$ cat src/atrk_pkg.sv
// Package: shared types and codes for the allocation tracking table.
`default_nettype none
package atrk_pkg;
  localparam int KEY_W   = 48;
  localparam int SIZE_W  = 32;
  localparam int TOT_W   = 40;
  localparam int CNT_W   = 9;
  localparam int OP_W    = 3;
  localparam int ST_W    = 2;

  localparam logic [OP_W-1:0] OP_ADD    = 3'd0;
  localparam logic [OP_W-1:0] OP_RESIZE = 3'd1;
  localparam logic [OP_W-1:0] OP_REMOVE = 3'd2;
  localparam logic [OP_W-1:0] OP_CLEAR  = 3'd3;
  localparam logic [OP_W-1:0] OP_PEAK   = 3'd4;

  localparam logic [ST_W-1:0] ST_DONE    = 2'd0;
  localparam logic [ST_W-1:0] ST_NULL    = 2'd1;
  localparam logic [ST_W-1:0] ST_MISSING = 2'd2;
  localparam logic [ST_W-1:0] ST_FULL    = 2'd3;

  localparam logic [2:0] ACT_NOP    = 3'd0;
  localparam logic [2:0] ACT_ADD    = 3'd1;
  localparam logic [2:0] ACT_REMOVE = 3'd2;
  localparam logic [2:0] ACT_RESIZE = 3'd3;
  localparam logic [2:0] ACT_CLEAR  = 3'd4;
  localparam logic [2:0] ACT_PEAK   = 3'd5;
  localparam logic [2:0] ACT_NULL   = 3'd6;

  typedef struct packed {
    logic [KEY_W-1:0]  cmp_key;
    logic [KEY_W-1:0]  wr_key;
    logic [SIZE_W-1:0] wr_size;
    logic              cmp_en;
    logic              clear;
    logic              append;
    logic              erase;
    logic              rewrite;
  } cell_ctl_t;
endpackage
`default_nettype wire

$ cat src/atrk_cell.sv
// Table cell: one entry, key compare, append and shift-from-neighbor on erase.
`default_nettype none
module atrk_cell import atrk_pkg::*; (
  input  wire logic              clk,
  input  wire logic              rst_n,
  input  wire cell_ctl_t         ctl,
  input  wire logic              prev_valid,
  input  wire logic              next_valid,
  input  wire logic [KEY_W-1:0]  next_key,
  input  wire logic [SIZE_W-1:0] next_size,
  input  wire logic              sel,
  input  wire logic              after,
  output      logic              valid,
  output      logic [KEY_W-1:0]  key,
  output      logic [SIZE_W-1:0] size,
  output      logic              match
);
  logic              valid_r;
  logic [KEY_W-1:0]  key_r;
  logic [SIZE_W-1:0] size_r;
  logic              match_r;
  logic              app_here;

  assign app_here = ctl.append && !valid_r && prev_valid;

  always_ff @(posedge clk) begin
    if (!rst_n) begin
      valid_r <= 1'b0;
    end else if (ctl.clear) begin
      valid_r <= 1'b0;
    end else if (app_here) begin
      valid_r <= 1'b1;
    end else if (ctl.erase && after) begin
      valid_r <= next_valid;
    end
  end

  always_ff @(posedge clk) begin
    if (app_here || (ctl.rewrite && sel)) begin
      key_r  <= ctl.wr_key;
      size_r <= ctl.wr_size;
    end else if (ctl.erase && after) begin
      key_r  <= next_key;
      size_r <= next_size;
    end
    if (ctl.cmp_en) begin
      match_r <= valid_r && (key_r == ctl.cmp_key);
    end
  end

  assign valid = valid_r;
  assign key   = key_r;
  assign size  = size_r;
  assign match = match_r;
endmodule
`default_nettype wire

$ cat config.mk
export PLATFORM = sky130hd
export DESIGN_NAME = atrk_cell
export DESIGN_NICKNAME = d
export VERILOG_FILES = /design/src/atrk_pkg.sv /design/src/atrk_cell.sv
export SDC_FILE = /design/constraint.sdc
export NUM_CORES = 1
export LEC_CHECK = 0
export BUFFER_PORTS_ARGS = -buffer_cell sky130_fd_sc_hd__buf_2
export CAP_MARGIN = 20
export CORE_AREA = 2 2 118 120
export CTS_CLUSTER_DIAMETER = 120
export DETAILED_ROUTE_END_ITERATION = 10
export DIE_AREA = 0 0 120 122
export HOLD_SLACK_MARGIN = 0.12
export PLACE_DENSITY = 0.76
export SLEW_MARGIN = 20
export SYNTH_ARGS = -nofsm -noshare
export SYNTH_HDL_FRONTEND = slang
export SYNTH_SLANG_ARGS = --single-unit
$ cat constraint.sdc
create_clock -name clk -period 6.3 [get_ports clk]
set_input_delay 1.26 -clock clk [delete_from_list [all_inputs] [get_ports clk]]
set_output_delay 1.26 -clock clk [all_outputs]
set_load 0.005 [all_outputs]
-- Word level (Yosys, flattened, before mapping)
Cells that the tools add are included.
- flip-flop bits (word level): 82
- output and inout bits: 82
- word-level logic and storage cells: 22
- eq/ne operators: 1
- mux-type cells: 6
- bitwise logic cells: 1
- reductions and logical operators: 10
- operators by type and width (kind ; number):
    two-way mux 48 bit ; 2
    two-way mux 32 bit ; 2
    equality test 48 bit ; 1
    logical AND 1 bit ; 5
    nonzero test 2 bit ; 2
    two-way mux 1 bit ; 2
    OR reduction 2 bit ; 1
    logical NOT 1 bit ; 1
    logical OR 1 bit ; 1
    inverter 1 bit ; 1

-- Depth between registers and ports, before layout
Gate-level depths: netlist of run 1.
- word-level depth: 5
- mapped depth: 6
- depth with buffers taken out: 4

-- Worst setup path after synthesis of run 1
No wires, ideal clock.
- path kind: in2reg
- start point: input port prev_valid
- end point: register key_r[0], in the netlist key[0] (enable)
- data arrival time: 3.508 ns
- path slack: 2.355 ns
- cell stages on the path: 6
- cells stage by stage: nand2_1 -> nor2_1 -> a21o_1 -> buf_6 -> buf_12 -> a21o_1
- word-level cells in the longest chain between the ends: 3
- ends and longest elaborated chain (item ; line ; text):
    start, declared ; atrk_cell.sv:7 ; input wire logic prev_valid,
    logical AND 1 bit ; atrk_cell.sv:24 ; assign app_here = ctl.append && !valid_r && prev_valid;
    logical OR 1 bit ; atrk_cell.sv:39 ; if (app_here || (ctl.rewrite && sel)) begin
    nonzero test 2 bit (no source line) ; n/a ;
    end signal, assigned ; atrk_cell.sv:40 ; key_r <= ctl.wr_key;
    end signal, assigned ; atrk_cell.sv:43 ; key_r <= next_key;
    end, declared ; atrk_cell.sv:19 ; logic [KEY_W-1:0] key_r;
No other way between the ends.
A chain may end at the register's enable or synchronous reset.

-- Final worst setup path of run 1
- start point: input port prev_valid
- end point: register key_r[47], in the netlist key[47] (data pin)
- word-level cells in the longest chain between the ends: 3
- ends and longest elaborated chain (item ; line):
    logical AND 1 bit ; atrk_cell.sv:24
    logical OR 1 bit ; atrk_cell.sv:39
    two-way mux 48 bit ; atrk_cell.sv:39
No other way between the ends.

==> results of run 1 <==
==> metal layers <==
layer,global-route usage,vias up,part of all wire
met3,0.04307,18,0.097
met2,0.2635,190,0.52
met4,0.07132,0,0.022
met5,0,-,0
met1,0.1496,1454,0.36
li1,-,1535,-
==> final timing paths <==
check                                          to
worst max-delay path            key[47]$_DFFE_PP_
worst min register to register    match$_DFFE_PP_
worst max register to register  key[47]$_DFFE_PP_
worst min-delay path              match$_DFFE_PP_
==> metrics by stage <==
step                cell area, sq um  std cells  total power, mW
finish                          6302        731            1.588
detailed placement              5968        715            1.018
floorplan                       4390        243           0.8821
CTS                             6302        731            1.612
global placement                5968        715            1.007
global route                    6302        731            1.654
==> logic make-up (layout without fill, tap and decap cells) <==
logic type / count (synthesis) / after routing / synth area share
AO/OA/AOI/OAI: 4 / 4 / 0.007125
XOR/XNOR: 48 / 48 / 0.09575
buffers and inverters: 9 / 317 / 0.03904
flip-flops: 82 / 82 / 0.5586
multiplexers: 80 / 80 / 0.2727
AND/OR/NAND/NOR: 20 / 20 / 0.02679
==> cell type report <==
class | instances | area, sq um | area share
Clock buffer | 10 | 229.0 | 0.03633
Sequential cell | 82 | 2452 | 0.3891
Clock inverter | 6 | 105.1 | 0.01668
Tap cell | 180 | 225.2 | 0.03574
Multi-Input combinational cell | 152 | 1782 | 0.2827
Timing Repair Buffer | 301 | 1509 | 0.2394
==> placed cells by master (no fill, tap or decap), drive strengths merged <==
master / instances
xnor2: 1
nor4: 12
nor3: 1
clkbuf: 10
nor3b: 1
nor2: 1
a21o: 2
edfxtp: 81
xor2: 47
a21boi: 1
a311oi: 1
nand4: 2
buf: 301
nand2: 1
nand3: 2
mux2: 80
bufinv: 3
dfxtp: 1
clkinv: 3
==> registers in the layout (all words and copies together) (netlist names) <==
| register | flops |
|---|---|
| key | 48 |
| match | 1 |
| size | 32 |
| valid | 1 |
==> worst max-delay path, delay by kind of cell <==
| kind | cells | cell delay, ps |
|---|---|---|
| and+or+nand+nor | 2 | 210 |
| AOI/OAI and AO/OA | 1 | 630 |
| buffers and inverters | 2 | 770 |
| muxes | 1 | 410 |
==> report_power, final <==
| group | total [mW] | leakage, nW | internal [mW] | switching (mW) |
|---|---|---|---|---|
| Clock | 0.587 | 0.166 | 0.385 | 0.202 |
| Sequential | 0.701 | 0.809 | 0.673 | 0.0286 |
| Combinational | 0.300 | 2.05 | 0.179 | 0.122 |
==> impl_metrics.json, run 1 <==
{
  "cts_root_buf": "clkbuf_16",
  "syn_avg_cell_area_sq_um": 18.07,
  "initial_utilization": 0.3251,
  "max_transition_viols_final": 0,
  "synthDominantAreaCellType": "edfxtp_1",
  "cts_buffers": 9,
  "post_dp_hpwl_mm": 8.953,
  "mappedNetlistNets": 462,
  "synth.most_common_cell": "edfxtp_1",
  "timing.rr.start": "valid$_SDFFE_PP0P_",
  "ctsResizeCount": 0,
  "core_area_sq_um": 13500,
  "die_width_um": 120,
  "yosysWarningCount": 0,
  "grt_pass1_wl_mm": 15.86,
  "power.leakage_nw": 3.028,
  "port_buffers": 300,
  "ys_ff_latch": 82,
  "ys_seq_area_frac": 0.5586,
  "asyncSetResetFlopFracSynth": 0,
  "ys_dominant_reg_cell": "edfxtp_1",
  "path_clk_slew_ps": 60,
  "grt_util_all_layers": 0.1440,
  "run_status": "finished, final reports clean",
  "finish_stage_setup_viols": 0,
  "post-place-ws_ps": 2684,
  "die_area_sq_um": 14640,
  "end_kind": "flop",
  "drt_iter0_markers": 78,
  "synth_edf_count": 81,
  "min_from": "valid$_SDFFE_PP0P_",
  "cts_hold_buf": 0,
  "syn_inst": 243,
  "total_setup_buffers_inserted_after_cts": 0,
  "antennaDiodeCount": 0,
  "ys_top_cells_by_area": "edfxtp_1, mux2_4, xor2_1",
  "worst_hold_slack_ps": 739.1,
  "required_ps": 6390,
  "path_class": "in -> reg",
  "clockBufferDepth": 2,
  "post_route_cells_drive_above_1_share": 0.7223,
  "finalCriticalPeriod_ps": 3231,
  "postRouteAntennaNets": 0,
  "fmax_mhz": 309.5,
  "gr-total-overflow": 0,
  "ioPinCount": 301,
  "clock-sinks": 82,
  "avgViaCountPerCell": 4.373,
  "detail_route.drc_violations": 0,
  "power_density_nw_per_um2": 252.0,
  "largest_net_degree_at_the_start_of_global_routing": 81,
  "setup_ws_ps": 3069,
  "yosys.cell_types.count": 18,
  "layout.nets": 765,
  "clock_insertion_delay_at_the_later_pin_of_the_skew_report_ps": 330,
  "finalCritPeriodShare": 0.5128,
  "r2r_slack_ps": 3760,
  "leading_post_synthesis_cells_by_instance_count": "edfxtp_1, mux2_4, xor2_1",
  "fin_worst_skew_ps": 8.560,
  "slew_headroom": 0.3363,
  "setup.worst_path.start_class": "primary input",
  "htree_levels": 3,
  "tightestPinTransition_ps": 995.5,
  "vias_in_the_first_global_route": 3287,
  "timing_hold_violations_final": 0,
  "critical-path-max-stage-delay_ps": 690,
  "tritoncts": "done",
  "wire_per_inst_um": 15.32,
  "fin_util": 0.4667,
  "die_h_um": 122,
  "fp-row-count": 43,
  "worst-path-max-fanout": 43,
  "worstPathCellList": "buf_2, nand2_1, nor2_1, a21o_4, buf_4, mux2_2",
  "via_count": 3197,
  "synthesis.area_sq_um": 4390,
  "fillCellCount": 1220,
  "grt_setup_unrepaired": "false",
  "crit_arrival_ps": 3320,
  "area_growth_syn_to_layout_pct": 43.55,
  "fin_setup_tns_ps": 0,
  "vdd_drop_max_mv": 0.1422,
  "wl_mm": 11.20,
  "netlist.area_leader.share": 0.5540,
  "antenna_found_initial": 0,
  "gp_congestion": 0.8102,
  "timing.hold.worst.class": "reg -> reg",
  "max-cap-violations": 0,
  "hold_path_depth": 2,
  "r2r_cells": 4,
  "drt-pass1-iter-count": 4,
  "crit_start": "prev_valid",
  "slowest_stage_cell_crit_path": "buf_4"
}
(Power assumes the default switching activity.)
==> inputs of run 2 (changes only) <==
Settings changed: CORE_AREA 2 2 118 120 to 2 2 115 117, DIE_AREA 0 0 120 122 to 0 0 117 119, PLACE_DENSITY 0.76 to 0.79.
Clock period 6.3 ns to 3.2 ns, I/O delays scaled along.
==> run 2 against run 1 <==
Against the previous run:
- setup slack worse by 1800 ps
- register-to-register slack lost 2400 ps
- sequential share of layout area up 0.28 points
- combinational power grew 100%
- design area is 0.71% lower
- sequential power rose by 97%
- hold slack got worse by 270 ps
- clock power up 55%
- core utilization increased by 1.9 points
- critical path depth unchanged
- critical endpoint unchanged
- largest power group unchanged
==> impl_metrics.json, run 2 (synthesis results as in run 1) <==
{
  "layout.nets": 766,
  "initial_utilization": 0.3410,
  "slowest_stage_cell_crit_path": "buf_12",
  "cp_top_family": "buffers and inverters",
  "finalCriticalPeriod_ps": 1884,
  "post_route_cells_drive_above_1_share": 0.7192,
  "timing.hold.worst.class": "in -> reg",
  "htree_levels": 3,
  "clock_insertion_delay_at_the_later_pin_of_the_skew_report_ps": 330,
  "r2r_cells": 4,
  "fin_setup_tns_ps": 0,
  "ctsResizeCount": 0,
  "end_kind": "flop",
  "fmax_mhz": 530.8,
  "setup.worst_path.end": "key[47]$_DFFE_PP_",
  "r2r-end": "key[47]$_DFFE_PP_",
  "r2r_slack_ps": 1380,
  "worstPathCellList": "buf_2, nand2_1, nor2_1, a21o_4, buf_12, mux2_2",
  "crit_cells": 6,
  "worst-path-max-fanout": 80,
  "top_layer": "met4",
  "timing_hold_violations_final": 0,
  "fp-row-count": 42,
  "gr-total-overflow": 0,
  "power_density_nw_per_um2": 462.1,
  "ioPinCount": 301,
  "fin_worst_skew_ps": 6.363,
  "vias_in_the_first_global_route": 3329,
  "crit_arrival_ps": 1970,
  "cts_buffers": 9,
  "sequential_cell_area_sq_um": 2452,
  "gp_congestion": 0.7917,
  "path_clk_slew_ps": 60,
  "max_transition_viols_final": 0,
  "required_ps": 3290,
  "internal-power_mw": 2.195,
  "wl_met1_mm": 4.160,
  "vdd_drop_max_mv": 0.2579,
  "cts_root_buf": "clkbuf_16",
  "timing.rr.start": "valid$_SDFFE_PP0P_",
  "core_area_sq_um": 12870,
  "die_area_sq_um": 13920,
  "detailroute.wirelength.met3_mm": 1.096,
  "power.combinational.fraction": 0.207,
  "die_width_um": 117,
  "total_setup_buffers_inserted_after_cts": 0,
  "wire_per_inst_um": 15.40,
  "tightestPinTransition_ps": 604.7,
  "met2RoutedLength_mm": 5.772,
  "finalCritPeriodShare": 0.5888,
  "avgViaCountPerCell": 4.393,
  "finish_stage_setup_viols": 0,
  "max-cap-violations": 0,
  "path_buf_inv": 2,
  "die_h_um": 119,
  "clockBufferDepth": 2,
  "tritoncts": "done",
  "detail_route.drc_violations": 0,
  "antenna_found_initial": 0,
  "run_status": "finished, final reports clean",
  "multi_input_area_sq_um": 1782,
  "grt_pass1_wl_mm": 15.84,
  "netSwitchingPower_mw": 0.6964,
  "cts_hold_buf": 0,
  "mostFrequentLayoutCell": "buf_2",
  "area_growth_syn_to_layout_pct": 42.52,
  "post_dp_hpwl_mm": 8.994,
  "worst_hold_slack_ps": 469.7,
  "crit_start": "prev_valid",
  "antennaDiodeCount": 0,
  "port_buffers": 300,
  "drt-pass1-iter-count": 4,
  "largest_net_degree_at_the_start_of_global_routing": 81,
  "power.leakage_nw": 2.999,
  "critical-path-max-stage-delay_ps": 460,
  "seq_power_share": 0.478,
  "grt_util_all_layers": 0.1546,
  "setup.worst_path.start_class": "primary input",
  "slew_headroom": 0.5932,
  "clock-sinks": 82,
  "commonest_cells_after_routing_fill_and_taps_aside": "buf_2, edfxtp_1, mux2_4",
  "sw_frac_of_total": 0.2408,
  "largest_register_ff_count": 48,
  "postRouteAntennaNets": 0,
  "power.share.clock": 0.315,
  "wl_mm": 11.21,
  "via_count": 3198,
  "drt_iter0_markers": 66,
  "fillCellCount": 1118,
  "grt_setup_unrepaired": "false",
  "path_class": "in -> reg"
}
run 2: cell types whose count changed in the layout (fill, tap and decap cells not counted), sizes merged:
cell and change:
clkbuf -1, bufinv -3, buf +1, clkinv +2, clkinvlp +2
run 2: power groups by stage:
stage               Sequential (mW)  Combinational, mW  Clock, mW
finish                         1.38              0.599      0.912
global route                   1.39              0.652      0.992
CTS                            1.38              0.609      0.950
detailed placement             1.40              0.606          0
global placement               1.40              0.593          0
floorplan                      1.41              0.325          0
run 2: layout make-up:
| class | count | area share |
|---|---|---|
| multi-input combinational | 152 | 0.2847 |
| tap | 176 | 0.03519 |
| clock buffer | 9 | 0.03599 |
| sequential | 82 | 0.3919 |
| clock inverter | 7 | 0.005799 |
| timing repair buffer | 302 | 0.2464 |
run 2: worst min-delay path by stage:
stage | start | endpoint | slack (ps) | cells after the start
after floorplan | valid$_SDFFE_PP0P_ | match$_DFFE_PP_ | 590 | 2
after global placement | valid$_SDFFE_PP0P_ | match$_DFFE_PP_ | 730 | 2
after detailed placement | valid$_SDFFE_PP0P_ | match$_DFFE_PP_ | 740 | 2
after CTS | ctl[3] | valid$_SDFFE_PP0P_ | 450 | 2
after global routing | ctl[3] | valid$_SDFFE_PP0P_ | 450 | 2
final | ctl[3] | valid$_SDFFE_PP0P_ | 470 | 2
run 2: metal layers:
metal	global-route usage	vias up
li1	-	1536
met1	0.1594	1462
met2	0.2793	185
met3	0.06107	15
met4	0.05441	0
met5	0	-
run 2: metrics by stage:
| stage | instances | instance area [sq um] | total power [mW] | util | worst slack [ps] |
|---|---|---|---|---|---|
| 6_report | 728 | 6257 | 2.892 | 0.4860 | 1316 |
| 5_1_grt | 728 | 6257 | 3.038 | 0.4860 | 1245 |
| 4_1_cts | 728 | 6257 | 2.942 | 0.4860 | 1338 |
| 3_5_place_dp | 712 | 5996 | 2.010 | 0.4657 | 971.9 |
| 3_3_place_gp | 712 | 5996 | 1.994 | 0.4657 | 1036 |
| 2_1_floorplan | 243 | 4392 | 1.734 | - | 569.7 |
==> inputs of run 3 (changes only) <==
Settings changed: ABC_AREA from default to 1.
Clock period 3.2 ns to 1.83 ns, I/O delays scaled along.
==> run 3 against run 2 <==
Against the previous run:
- first-iteration DRC count grew to 2.8 times the previous value
- via count grew 36%
- global-route usage grew 2.8 points
- wire length grew 16%
- combinational power grew 79%
- count of clock-buffer cells in the layout is the same
- largest cell class unchanged
- non-clock buffer count grew 4
- setup slack lost 900 ps
- critical path type is now reg -> reg
- flip-flop and latch count is the same
==> impl_metrics.json, run 3 <==
{
  "fin_worst_skew_ps": 5.835,
  "die_width_um": 117,
  "placed_cell_area_sq_um": 6070,
  "power.combinational.fraction": 0.200,
  "finish_stage_setup_viols": 0,
  "yosysWarningCount": 0,
  "initial_utilization": 0.3414,
  "post_route_cells_drive_above_1_share": 0.3898,
  "leading_post_synthesis_cells_by_instance_count": "nand2_1, edfxtp_1, inv_1",
  "r2r_slack_ps": 420,
  "synthDominantAreaCellType": "edfxtp_1",
  "required_ps": 1850,
  "clockBufferDepth": 2,
  "ctsResizeCount": 0,
  "ys_ff_latch": 82,
  "power_density_nw_per_um2": 835.2,
  "power.leakage_nw": 3.489,
  "crit_start": "valid$_SDFFE_PP0P_",
  "vdd_drop_max_mv": 0.3992,
  "largest_net_degree_at_the_start_of_global_routing": 81,
  "syn_avg_cell_area_sq_um": 8.170,
  "total_setup_buffers_inserted_after_cts": 0,
  "fin_util": 0.4948,
  "fillCellCount": 1242,
  "clock_insertion_delay_at_the_later_pin_of_the_skew_report_ps": 330,
  "run_status": "finished, final reports clean",
  "yosys.cell_types.count": 19,
  "gp_congestion": 0.8328,
  "clock-sinks": 82,
  "r2r_cells": 6,
  "grt_setup_unrepaired": "false",
  "fmax_mhz": 706.8,
  "synth_edf_count": 81,
  "slew_headroom": 0.7554,
  "post_dp_hpwl_mm": 10.39,
  "synth.most_common_cell": "nand2_1",
  "finalCriticalPeriod_ps": 1415,
  "commonest_cells_after_routing_fill_and_taps_aside": "nand2_1, buf_2, edfxtp_1",
  "worst-path-max-fanout": 28,
  "timing_hold_violations_final": 0,
  "max-cap-violations": 0,
  "drt_iter0_markers": 185,
  "die_h_um": 119,
  "gr-total-overflow": 0,
  "grt_util_all_layers": 0.1827,
  "path_clk_slew_ps": 60,
  "largest_register_ff_count": 48,
  "setup.worst_path.start_class": "flop",
  "sequential_cell_area_sq_um": 2452,
  "ys_top_cells_by_area": "edfxtp_1, nand2_1, inv_1",
  "ys_dominant_reg_cell": "edfxtp_1",
  "crit_arrival_ps": 1440,
  "mappedNetlistNets": 757,
  "path_class": "reg -> reg",
  "post-layout-total-power_mw": 5.321,
  "wl_mm": 13.00,
  "netSwitchingPower_mw": 1.426,
  "area_growth_syn_to_layout_pct": 44.95,
  "grt_pass1_wl_mm": 19.37,
  "tightestPinTransition_ps": 366.9,
  "htree_levels": 3,
  "timing.rr.start": "valid$_SDFFE_PP0P_",
  "setup.worst_path.end": "key[24]$_DFFE_PP_",
  "drt-pass1-iter-count": 4,
  "ioPinCount": 301,
  "wire_per_inst_um": 12.74,
  "finalCritPeriodShare": 0.7731,
  "asyncSetResetFlopFracSynth": 0,
  "fin_setup_tns_ps": 0,
  "ys_seq_area_frac": 0.5579,
  "netlist.area_leader.share": 0.5534,
  "seq_power_share": 0.459,
  "sw_frac_of_total": 0.2679,
  "cts_root_buf": "clkbuf_16",
  "synthesis.area_sq_um": 4395,
  "timing.hold.worst.class": "in -> reg",
  "cts_buffers": 9,
  "power.share.clock": 0.341,
  "fp-row-count": 42,
  "final_design_area_no_fill_sq_um": 6371,
  "multi_input_area_sq_um": 1597,
  "tritoncts": "done",
  "end_kind": "flop",
  "syn_inst": 538,
  "die_area_sq_um": 13920,
  "antenna_found_initial": 0,
  "vias_in_the_first_global_route": 4117,
  "internal-power_mw": 3.896,
  "r2r-end": "key[24]$_DFFE_PP_",
  "antennaDiodeCount": 0,
  "via_count": 4357,
  "detail_route.drc_violations": 0,
  "mostFrequentLayoutCell": "nand2_1",
  "cts_hold_buf": 0,
  "avgViaCountPerCell": 4.272,
  "port_buffers": 300,
  "postRouteAntennaNets": 0,
  "max_transition_viols_final": 0,
  "core_area_sq_um": 12870,
  "layout.nets": 1058
}
[run 3: cell count changes after synthesis, sizes merged, moves of 2 or more]
cell | before | now
o21ai | 0 | 14
mux2 | 80 | 0
nand2 | 1 | 320
a21o | 2 | 0
buf | 9 | 16
nand3 | 2 | 6
nor2 | 1 | 26
nor4 | 12 | 0
inv | 0 | 53
xnor2 | 1 | 15
xor2 | 47 | 2
[run 3: cell families after synthesis]
| kind of cell | Yosys count | synth area share |
|---|---|---|
| flip-flops | 82 | 0.5579 |
| XOR/XNOR | 17 | 0.03388 |
| AO/OA/AOI/OAI | 15 | 0.01793 |
| buffers and inverters | 69 | 0.08056 |
| AND/OR/NAND/NOR | 355 | 0.3097 |
[run 3: metal layers]
metal,GRT usage,vias up,part of all wire
li1,-,2261,-
met3,0.04580,9,0.078
met5,0,-,0
met2,0.3504,198,0.53
met4,0.04706,0,0.011
met1,0.1944,1889,0.38
[run 3: cell type report]
class                           count  share of cell area
Timing Repair Buffer              306              0.2506
Clock inverter                      7             0.01198
Tap cell                          176             0.03456
Inverter                           53             0.03201
Sequential cell                    82              0.3849
Clock buffer                        9             0.03535
Multi-Input combinational cell    387              0.2506
[run 3: power by group through the flow]
stage | combinational (mW) | sequential (mW) | clock, mW
after floorplan | 0.489 | 2.49 | 0
after global placement | 1.06 | 2.47 | 0
after detailed placement | 1.08 | 2.49 | 0
after CTS | 1.08 | 2.45 | 1.86
after global routing | 1.21 | 2.46 | 1.95
final | 1.07 | 2.44 | 1.81
[run 3: stage by stage]
step                setup slack [ps]  hold WS (ps)  std cells
floorplan                      91.60         478.5        538
global placement               364.0         571.8       1004
detailed placement             342.0         573.1       1004
CTS                            391.4         220.4       1020
global route                   341.9         217.3       1020
finish                         415.3         238.4       1020
[run 3: how the worst min path moves through the flow]
stage,startpoint,end,cells after the start
after global placement,ctl[4],match$_DFFE_PP_,1
after detailed placement,ctl[4],match$_DFFE_PP_,1
after floorplan,ctl[4],match$_DFFE_PP_,0
after global routing,ctl[4],match$_DFFE_PP_,1
final,ctl[4],match$_DFFE_PP_,1
after CTS,ctl[4],match$_DFFE_PP_,1
[run 3: worst max-delay path: stages (launching register included)]
cell	delay, ps
dfxtp_1	330
inv_2	80
nand3_2	100
nand2_4	110
inv_6	40
nand2_4	190
buf_12	230
